<file path="src/rtl/core/dtt_pkg.sv">
// Shared types and constants for the deadline timer table.
`timescale 1ns / 1ps
package dtt_pkg;

  localparam int unsigned TIME_W   = 32;
  localparam int unsigned WAIT_W   = 24;
  localparam int unsigned IN_ID_W  = 8;
  localparam int unsigned OUT_ID_W = 8;
  localparam int unsigned IN_DATA_W  = 64;
  localparam int unsigned OUT_DATA_W = 16;

  localparam logic [TIME_W-1:0] TIME_NONE = '1;

  typedef enum logic [1:0] {
    CMD_START   = 2'd0,
    CMD_COLLECT = 2'd1,
    CMD_CLEAR   = 2'd2,
    CMD_QUERY   = 2'd3
  } dtt_op_t;

  typedef enum logic [1:0] {
    ST_IDLE,
    ST_SCAN,
    ST_EVAL
  } dtt_state_t;

  typedef enum logic [1:0] {
    RES_START,
    RES_QUERY,
    RES_PEND,
    RES_EMPTY
  } dtt_res_t;

  // controller -> datapath
  typedef struct packed {
    logic     take;
    logic     scan;
    logic     emit;
    dtt_res_t res;
    logic     last;
    logic     arm_new;
    logic     rel_best;
    logic     close;
  } dtt_cmd_t;

  // datapath -> controller
  typedef struct packed {
    logic    scan_done;
    dtt_op_t op;
    logic    owner_match;
    logic    free_avail;
    logic    rel_ok;
    logic    pend_valid;
    logic    out_free;
  } dtt_stat_t;

endpackage

</file>
<file path="src/rtl/core/dtt_ctrl.sv">
// Controller state machine for the deadline timer table.
`timescale 1ns / 1ps
module dtt_ctrl (
  input  logic              clk,
  input  logic              rst_n,
  input  logic              in_tvalid,
  output logic              in_tready,
  input  dtt_pkg::dtt_stat_t stat,
  output dtt_pkg::dtt_cmd_t  cmd
);
  import dtt_pkg::*;

  dtt_state_t state_r, state_nxt;

  always_ff @(posedge clk) begin
    if (!rst_n) begin
      state_r <= ST_IDLE;
    end else begin
      state_r <= state_nxt;
    end
  end

  always_comb begin
    state_nxt = state_r;
    case (state_r)
      ST_IDLE: begin
        if (in_tvalid) state_nxt = ST_SCAN;
      end
      ST_SCAN: begin
        if (stat.scan_done) state_nxt = ST_EVAL;
      end
      ST_EVAL: begin
        if (stat.out_free) begin
          if ((stat.op inside {CMD_COLLECT, CMD_CLEAR}) && stat.rel_ok) begin
            state_nxt = ST_SCAN;
          end else begin
            state_nxt = ST_IDLE;
          end
        end
      end
      default: state_nxt = ST_IDLE;
    endcase
  end

  always_comb begin
    cmd       = '0;
    in_tready = 1'b0;
    case (state_r)
      ST_IDLE: begin
        in_tready = 1'b1;
        cmd.take  = in_tvalid;
        cmd.scan  = in_tvalid;
      end
      ST_EVAL: begin
        if (stat.out_free) begin
          case (stat.op)
            CMD_START: begin
              cmd.emit    = 1'b1;
              cmd.res     = RES_START;
              cmd.last    = 1'b1;
              cmd.arm_new = !stat.owner_match && stat.free_avail;
            end
            CMD_QUERY: begin
              cmd.emit = 1'b1;
              cmd.res  = RES_QUERY;
              cmd.last = 1'b1;
            end
            default: begin
              // a release is held back one scan so its last flag is known
              if (stat.pend_valid) begin
                cmd.emit = 1'b1;
                cmd.res  = RES_PEND;
                cmd.last = !stat.rel_ok;
              end else if (!stat.rel_ok) begin
                cmd.emit = 1'b1;
                cmd.res  = RES_EMPTY;
                cmd.last = 1'b1;
              end
              if (stat.rel_ok) begin
                cmd.rel_best = 1'b1;
                cmd.scan     = 1'b1;
              end else begin
                cmd.close = 1'b1;
              end
            end
          endcase
        end
      end
      default: begin
        cmd       = '0;
        in_tready = 1'b0;
      end
    endcase
  end

endmodule

</file>
<file path="src/rtl/core/dtt_dp.sv">
// Datapath: entry memory, table scan, timer state and result register.
`timescale 1ns / 1ps
module dtt_dp #(
  parameter int unsigned TABLE_DEPTH = 16,
  parameter int unsigned ID_BITS     = 8
) (
  input  logic                                clk,
  input  logic                                rst_n,
  input  logic [dtt_pkg::IN_DATA_W-1:0]       in_tdata,
  input  logic [1:0]                          in_tuser,
  input  dtt_pkg::dtt_cmd_t                   cmd,
  output dtt_pkg::dtt_stat_t                  stat,
  output logic                                out_tvalid,
  input  logic                                out_tready,
  output logic [dtt_pkg::OUT_DATA_W-1:0]      out_tdata,
  output logic                                out_tlast,
  output logic [0:0]                          out_tuser
);
  import dtt_pkg::*;

  localparam int unsigned AW    = $clog2(TABLE_DEPTH);
  localparam int unsigned CW    = $clog2(TABLE_DEPTH + 1);
  localparam int unsigned ENT_W = ID_BITS + 2 * TIME_W;
  localparam logic [CW-1:0] DEPTH_C = CW'(TABLE_DEPTH);

  // item registers
  dtt_op_t             op_r;
  logic [ID_BITS-1:0]  id_r;
  logic [WAIT_W-1:0]   wait_r;
  logic [TIME_W-1:0]   now_r;
  logic [IN_ID_W+ID_BITS-1:0] id_ext;

  // entry memory: {owner, deadline, order}
  logic [ENT_W-1:0]    mem [TABLE_DEPTH];
  logic [ENT_W-1:0]    rd_data_r;
  logic [TABLE_DEPTH-1:0] valid_r;

  // scan control
  logic [CW-1:0]       idx_r;
  logic                busy_r;
  logic                rd_vld_r;
  logic [AW-1:0]       rd_idx_r;
  logic                issue;
  logic                scan_done;

  // scan results
  logic                match_r;
  logic                found_r;
  logic [AW-1:0]       best_idx_r;
  logic [TIME_W-1:0]   best_dl_r;
  logic [TIME_W-1:0]   best_ord_r;
  logic [ID_BITS-1:0]  best_owner_r;

  logic [ID_BITS-1:0]  e_owner;
  logic [TIME_W-1:0]   e_dl;
  logic [TIME_W-1:0]   e_ord;
  logic                e_valid;
  logic                better;

  // timer state
  logic [TIME_W-1:0]   cnt_r;
  logic [TIME_W-1:0]   earliest_r;
  logic                pend_valid_r;
  logic [ID_BITS-1:0]  pend_id_r;
  logic [ID_BITS+OUT_ID_W-1:0] pend_ext;

  logic [TIME_W:0]     dl_sum;
  logic [TIME_W-1:0]   dl_new;
  logic [TIME_W-1:0]   early_arm;
  logic                free_avail;
  logic [AW-1:0]       free_idx;
  logic                rel_ok;

  // result register
  logic                out_valid_r;
  logic                o_has_r, o_last_r, o_acc_r, o_arm_r, o_ready_r;
  logic [OUT_ID_W-1:0] o_id_r;
  logic                r_has, r_acc, r_arm, r_ready;
  logic [OUT_ID_W-1:0] r_id;
  logic                out_free;

  assign id_ext = {{ID_BITS{1'b0}}, in_tdata[IN_ID_W-1:0]};

  always_ff @(posedge clk) begin
    if (cmd.take) begin
      op_r   <= dtt_op_t'(in_tuser);
      id_r   <= id_ext[ID_BITS-1:0];
      wait_r <= in_tdata[IN_ID_W +: WAIT_W];
      now_r  <= in_tdata[IN_ID_W+WAIT_W +: TIME_W];
    end
  end

  // saturating deadline
  assign dl_sum = {1'b0, now_r} + {{(TIME_W+1-WAIT_W){1'b0}}, wait_r};
  assign dl_new = dl_sum[TIME_W] ? TIME_NONE : dl_sum[TIME_W-1:0];

  always_comb begin
    free_avail = 1'b0;
    free_idx   = '0;
    for (int i = TABLE_DEPTH - 1; i >= 0; i--) begin
      if (!valid_r[i]) begin
        free_avail = 1'b1;
        free_idx   = AW'(i);
      end
    end
  end

  // scan: one entry read a cycle, data in the cycle after
  assign issue     = busy_r && (idx_r != DEPTH_C);
  assign scan_done = busy_r && (idx_r == DEPTH_C) && !rd_vld_r;

  always_ff @(posedge clk) begin
    if (!rst_n) begin
      busy_r   <= 1'b0;
      rd_vld_r <= 1'b0;
      idx_r    <= '0;
    end else begin
      rd_vld_r <= issue;
      if (cmd.scan) begin
        busy_r <= 1'b1;
        idx_r  <= '0;
      end else begin
        if (issue) idx_r <= idx_r + 1'b1;
        if (scan_done) busy_r <= 1'b0;
      end
    end
  end

  always_ff @(posedge clk) begin
    rd_idx_r  <= idx_r[AW-1:0];
    rd_data_r <= mem[idx_r[AW-1:0]];
    if (cmd.arm_new) begin
      mem[free_idx] <= {id_r, dl_new, cnt_r};
    end
  end

  assign e_owner = rd_data_r[ENT_W-1 -: ID_BITS];
  assign e_dl    = rd_data_r[2*TIME_W-1:TIME_W];
  assign e_ord   = rd_data_r[TIME_W-1:0];
  assign e_valid = rd_vld_r && valid_r[rd_idx_r];
  // smallest (deadline, start order) wins
  assign better  = e_valid && (!found_r || (e_dl < best_dl_r) ||
                   ((e_dl == best_dl_r) && (e_ord < best_ord_r)));

  always_ff @(posedge clk) begin
    if (!rst_n) begin
      match_r <= 1'b0;
      found_r <= 1'b0;
    end else if (cmd.scan) begin
      match_r <= 1'b0;
      found_r <= 1'b0;
    end else begin
      if (e_valid && (e_owner == id_r)) match_r <= 1'b1;
      if (better) found_r <= 1'b1;
    end
  end

  always_ff @(posedge clk) begin
    if (better) begin
      best_idx_r   <= rd_idx_r;
      best_dl_r    <= e_dl;
      best_ord_r   <= e_ord;
      best_owner_r <= e_owner;
    end
  end

  assign rel_ok = found_r && ((op_r == CMD_CLEAR) || (best_dl_r <= now_r));

  always_ff @(posedge clk) begin
    if (!rst_n) begin
      valid_r      <= '0;
      cnt_r        <= '0;
      earliest_r   <= TIME_NONE;
      pend_valid_r <= 1'b0;
    end else begin
      if (cmd.arm_new) begin
        valid_r[free_idx] <= 1'b1;
        cnt_r             <= cnt_r + 1'b1;
        earliest_r        <= early_arm;
      end
      if (cmd.rel_best) begin
        valid_r[best_idx_r] <= 1'b0;
        pend_valid_r        <= 1'b1;
      end else if (cmd.close) begin
        pend_valid_r <= 1'b0;
        // first entry left after a collect, none after a clear
        earliest_r   <= found_r ? best_dl_r : TIME_NONE;
      end
    end
  end

  always_ff @(posedge clk) begin
    if (cmd.rel_best) pend_id_r <= best_owner_r;
  end

  assign early_arm = (cmd.arm_new && (dl_new < earliest_r)) ? dl_new : earliest_r;
  assign pend_ext  = {{OUT_ID_W{1'b0}}, pend_id_r};

  always_comb begin
    r_has   = 1'b0;
    r_id    = '0;
    r_acc   = 1'b0;
    r_arm   = 1'b0;
    r_ready = 1'b0;
    case (cmd.res)
      RES_START: begin
        r_acc   = match_r || free_avail;
        r_arm   = match_r || free_avail;
        r_ready = early_arm < now_r;
      end
      RES_QUERY: begin
        r_arm   = match_r;
        r_ready = earliest_r < now_r;
      end
      RES_PEND: begin
        r_has = 1'b1;
        r_id  = pend_ext[OUT_ID_W-1:0];
      end
      default: begin
        r_has = 1'b0;
      end
    endcase
  end

  assign out_free = !out_valid_r || out_tready;

  always_ff @(posedge clk) begin
    if (!rst_n) begin
      out_valid_r <= 1'b0;
    end else if (cmd.emit) begin
      out_valid_r <= 1'b1;
    end else if (out_tready) begin
      out_valid_r <= 1'b0;
    end
  end

  always_ff @(posedge clk) begin
    if (cmd.emit) begin
      o_has_r   <= r_has;
      o_id_r    <= r_id;
      o_last_r  <= cmd.last;
      o_acc_r   <= r_acc;
      o_arm_r   <= r_arm;
      o_ready_r <= r_ready;
    end
  end

  assign out_tvalid = out_valid_r;
  assign out_tdata  = {{(OUT_DATA_W-OUT_ID_W-3){1'b0}}, o_ready_r, o_arm_r, o_acc_r, o_id_r};
  assign out_tlast  = o_last_r;
  assign out_tuser  = o_has_r;

  always_comb begin
    stat             = '0;
    stat.scan_done   = scan_done;
    stat.op          = op_r;
    stat.owner_match = match_r;
    stat.free_avail  = free_avail;
    stat.rel_ok      = rel_ok;
    stat.pend_valid  = pend_valid_r;
    stat.out_free    = out_free;
  end

endmodule

</file>
<file path="src/rtl/core/deadline_timer_table_core.sv">
// Top level of the deadline timer table: controller plus datapath, one request at a time.
// Scan: every table entry in turn, then an evaluate state that waits on a full output register.
// Start, query: one scan, then the result is registered in the evaluate state and the controller
//   returns to idle before it takes the next request.
// Collect, clear all with n owners released: n + 1 scans.
// Reset (synchronous, rst_n low) clears all valid bits, start order and earliest deadline.
`timescale 1ns / 1ps
module deadline_timer_table_core #(
  parameter int unsigned TABLE_DEPTH = 16,
  parameter int unsigned ID_BITS     = 8
) (
  input  logic                           clk,
  input  logic                           rst_n,
  input  logic                           in_tvalid,
  output logic                           in_tready,
  input  logic [dtt_pkg::IN_DATA_W-1:0]  in_tdata,   // owner_id[7:0], wait_ms[31:8], now_ms[63:32]
  input  logic [1:0]                     in_tuser,   // cmd[1:0]
  output logic                           out_tvalid,
  input  logic                           out_tready,
  output logic [dtt_pkg::OUT_DATA_W-1:0] out_tdata,  // released_id[7:0], accepted[8], armed[9],
                                                     // any_ready[10], zero[15:11]
  output logic                           out_tlast,  // last_of_run
  output logic [0:0]                     out_tuser   // has_owner[0]
);
  import dtt_pkg::*;

  dtt_cmd_t  cmd;
  dtt_stat_t stat;

  dtt_ctrl u_ctrl (
    .clk       (clk),
    .rst_n     (rst_n),
    .in_tvalid (in_tvalid),
    .in_tready (in_tready),
    .stat      (stat),
    .cmd       (cmd)
  );

  dtt_dp #(
    .TABLE_DEPTH (TABLE_DEPTH),
    .ID_BITS     (ID_BITS)
  ) u_dp (
    .clk        (clk),
    .rst_n      (rst_n),
    .in_tdata   (in_tdata),
    .in_tuser   (in_tuser),
    .cmd        (cmd),
    .stat       (stat),
    .out_tvalid (out_tvalid),
    .out_tready (out_tready),
    .out_tdata  (out_tdata),
    .out_tlast  (out_tlast),
    .out_tuser  (out_tuser)
  );

  a_arm_free: assert property (@(posedge clk) disable iff (!rst_n)
    cmd.arm_new |-> (stat.free_avail && !stat.owner_match))
    else $error("arming without a free slot or with owner already armed");

  a_rel_ok: assert property (@(posedge clk) disable iff (!rst_n)
    cmd.rel_best |-> (stat.rel_ok && !cmd.arm_new))
    else $error("release of an entry that is not due");

  a_busy_after_req: assert property (@(posedge clk) disable iff (!rst_n)
    (in_tvalid && in_tready) |=> !in_tready)
    else $error("new request taken while one is in flight");

  a_idle_no_pend: assert property (@(posedge clk) disable iff (!rst_n)
    in_tready |-> !stat.pend_valid)
    else $error("held release left behind at idle");

endmodule

</file>
<file path="config.mk">
export PLATFORM = sky130hd
export DESIGN_NAME = deadline_timer_table_core
export DESIGN_NICKNAME = d
export VERILOG_FILES = /design/src/rtl/core/dtt_pkg.sv /design/src/rtl/core/dtt_ctrl.sv /design/src/rtl/core/dtt_dp.sv /design/src/rtl/core/deadline_timer_table_core.sv
export SDC_FILE = /design/constraint.sdc
export NUM_CORES = 2
export LEC_CHECK = 0
export BUFFER_PORTS_ARGS = -buffer_cell sky130_fd_sc_hd__buf_2
export CORE_MARGIN = 4
export CORE_UTILIZATION = 60
export DETAILED_ROUTE_END_ITERATION = 12
export GPL_ROUTABILITY_DRIVEN = 0
export PLACE_DENSITY = 0.76
export SLEW_MARGIN = 20
export SYNTH_ARGS = -nofsm -noshare
export SYNTH_HDL_FRONTEND = slang
export SYNTH_SLANG_ARGS = --single-unit
</file>
<file path="constraint.sdc">
create_clock -name clk -period 19.5 [get_ports clk]
set_clock_uncertainty 0.15 [all_clocks]
set_input_delay 1.95 -clock clk [delete_from_list [all_inputs] [get_ports clk]]
set_output_delay 1.95 -clock clk [all_outputs]
set_load 0.05 [all_outputs]
</file>
==> impl_metrics.py <==
metrics = {
    "clocking": {
        "cts-root-buf": "clkbuf_16",
        "cts-resized-gates": 0,
        "numCtsBuffers": 147,
        "cts_tree": "yes",
        "insertion_delay_ns": 0.75,
        "hold_buffers": 0,
        "cts_sinks": 1484,
        "cts_setup_buffers": 0,
        "clkTransAtPathRegs_ns": 0.06,
        "htreeDepth": 4,
        "clockBufferDepth": 3,
    },
    "worst_hold_path": {
        "min_path_type": "flip-flop to flip-flop",
    },
    "final_layout": {
        "syn2layout_area_growth_pct": 11.8,
        "drive_gt1_frac": 0.227,
        "final_util": 0.675,
        "nNetsFinal": 3669,
        "postLayoutCellArea_um2": 67500,
        "fillers": 6122,
        "fin_cells": 4804,
    },
    "placement": {
        "dpl_cell_area_um2": 62600,
        "dp_hpwl_um": 76800,
        "io_buffers": 84,
        "placed_cells": 4529,
    },
    "run_status": {
        "status": "finished clean",
    },
    "setup_path": {
        "worstSetupEndpointType": "flip-flop",
        "r2r_end": "u_dp.o_ready_r$_DFFE_PP_",
        "r2r_slack_ns": 10.80,
        "startpoint_type": "flip-flop",
        "required_ns": 19.96,
        "worstSetupPathType": "flip-flop to flip-flop",
        "cp_slowest_cell": "fa_1",
        "arrival_ns": 9.16,
        "worstReg2RegStart": "u_dp.now_r[0]$_DFFE_PP_",
        "endpoint": "u_dp.o_ready_r$_DFFE_PP_",
        "critPathLaunch": "u_dp.now_r[0]$_DFFE_PP_",
        "crit_fanout": 38,
        "r2r_cells": 28,
        "max_stage_delay_ns": 0.49,
    },
    "route": {
        "drt-wirelength-per-cell_um": 28.4,
        "dr.pass1.iters": 6,
        "postRouteAntennaNets": 0,
        "wl_um": 137000,
        "vias": 31500,
        "vias_per_cell": 6.56,
        "drt_iter0_markers": 3888,
        "post-route-drc-count": 0,
    },
    "sta": {
        "finalSetupViolCount": 0,
        "timing.fmax_mhz": 115,
        "relSlewSlack": 0.215,
        "rsz0062_at_grt": "false",
        "slew_viol_final": 0,
        "finalCritPeriodShare": 0.446,
        "hold_viol": 0,
        "final.min_clock_period_ns": 8.70,
        "worst_slew_pin_slew_ns": 1.17,
        "finalSetupTns_ns": 0,
    },
    "yosys": {
        "yosys.cell_types.count": 84,
        "synth_top_area_frac": 0.654,
        "synth_edf_count": 1315,
        "syn_area_um2": 60400,
        "synth-seq-area-share": 0.710,
        "ys_warn_count": 0,
        "synth_area_leaders": "edfxtp_1 65%, mux4_2 14%, dfxtp_1 5.6%",
        "synthArstFlopShare": 0,
        "syn_area_per_cell_um2": 18.8,
        "synth_flop_cell": "edfxtp_1",
        "synth_most_common_cell": "edfxtp_1",
        "synthTopCellsByCount": "1315 x edfxtp_1, 365 x mux4_2, 218 x ha_1",
        "synth-seq-cells": 1484,
        "synth_top_cell_by_area": "edfxtp_1",
        "synth_cells": 3206,
    },
    "grt": {
        "antenna_found_initial": 0,
        "grt_use_total": 0.260,
        "grt_pass1_vias": 32400,
        "grt_max_degree": 150,
        "grt_pass1_wl_um": 205000,
        "grt_overflow_total": 0,
    },
    "floorplanning": {
        "rows": 116,
        "core_um2": 100000,
        "die_w_um": 325,
        "die_h_um": 325,
        "initial_utilization": 0.604,
        "dieArea_um2": 106000,
        "pin_count": 90,
    },
    "job": {
        "maxCapViolCount": 0,
    },
    "power_and_ir_drop": {
        "p_leak_nw": 23.4,
        "p_per_area_nw_per_um2": 98.7,
        "vdd_drop_max_v": 0.0000750,
    },
}
==> report_power, final <==
group | switching [mW] | internal [mW] | total [mW] | leakage [nW]
clock | 1.19 | 1.68 | 2.87 | 2.42
combinational | 0.180 | 0.0997 | 0.280 | 6.87
sequential | 0.0187 | 3.50 | 3.52 | 14.1
total | 1.39 | 5.28 | 6.67 | 23.4
==> placed cells by master, fill, tap and decap left out, drive strengths merged, types with 74 or more instances in the layout <==
master and instances:
mux4 365, nor2 105, ha 218, dfxtp 169, inv 172, buf 136
edfxtp 1315, clkbuf 199, nand2 90, a21oi 74
==> area by class of cell <==
| type | instances | area, µm² | area share |
|---|---|---|---|
| clock buffer | 199 | 4130 | 0.0612 |
| multi-input combinational | 1445 | 16600 | 0.246 |
| antenna | 1 | 2.50 | 0.0000371 |
| sequential | 1484 | 42900 | 0.635 |
| clock inverter | 75 | 823 | 0.0122 |
| timing repair buffer | 136 | 840 | 0.0124 |
| tap | 1298 | 1620 | 0.0240 |
| inverter | 166 | 638 | 0.00945 |
==> critical path, delay by kind of cell (launching register included) <==
family	cells	cell delay [ns]
fa+ha+maj	4	1.53
flops	1	0.44
mux	1	0.40
xor+xnor	1	0.23
buf+inv	1	0.45
compound gates	12	3.11
simple gates	9	2.23
==> flip-flops by register name (all words and copies together), names as in the netlist, 8 cells and up <==
| signal | flops |
|---|---|
| u_dp.wait_r | 24 |
| u_dp.valid_r | 16 |
| u_dp.best_ord_r | 32 |
| u_dp.rd_data_r | 72 |
| u_dp.best_dl_r | 32 |
| u_dp.cnt_r | 32 |
| u_dp.mem | 1152 |
| u_dp.earliest_r | 32 |
| u_dp.id_r | 8 |
| u_dp.best_owner_r | 8 |
| u_dp.o_id_r | 8 |
| u_dp.now_r | 32 |
| u_dp.pend_id_r | 8 |
==> worst min path at each step <==
stage,startpoint,end,depth (start not counted)
CTS,u_dp.best_owner_r[7]$_DFFE_PP_,u_dp.pend_id_r[7]$_DFFE_PP_,0
global route,u_dp.best_owner_r[7]$_DFFE_PP_,u_dp.pend_id_r[7]$_DFFE_PP_,0
global placement,u_dp.best_owner_r[7]$_DFFE_PP_,u_dp.pend_id_r[7]$_DFFE_PP_,0
floorplan,u_dp.idx_r[3]$_SDFFE_PP0P_,u_dp.rd_idx_r[3]$_DFF_P_,0
detailed placement,u_dp.best_owner_r[7]$_DFFE_PP_,u_dp.pend_id_r[7]$_DFFE_PP_,0
finish,u_dp.best_owner_r[1]$_DFFE_PP_,u_dp.pend_id_r[1]$_DFFE_PP_,0
==> metal layers <==
metal,vias up,track usage,share of wire
met2,1528,0.423,0.49
met5,-,0,0
li1,13300,-,-
met4,0,0.0792,0.027
met3,270,0.0414,0.078
met1,16400,0.369,0.40
==> through the flow <==
stage / power, mW / setup WS (ns) / hold WS (ns)
final: 6.67 / 10.80 / 0.273
after global routing: 6.89 / 10.28 / 0.278
after detailed placement: 3.86 / 10.91 / 0.257
after floorplan: 3.77 / 10.55 / 0.207
after global placement: 3.84 / 10.96 / 0.253
after CTS: 6.71 / 10.87 / 0.277
==> cell families after synthesis <==
logic type	synth area share
AND/OR/NAND/NOR	0.0345
AO/OA/AOI/OAI	0.0412
other	0.0000621
XOR/XNOR	0.00957
multiplexers	0.141
adder cells (fa/ha/maj)	0.0455
flip-flops	0.710
buffers and inverters	0.0184
Power figures use the tool's default switching activity.
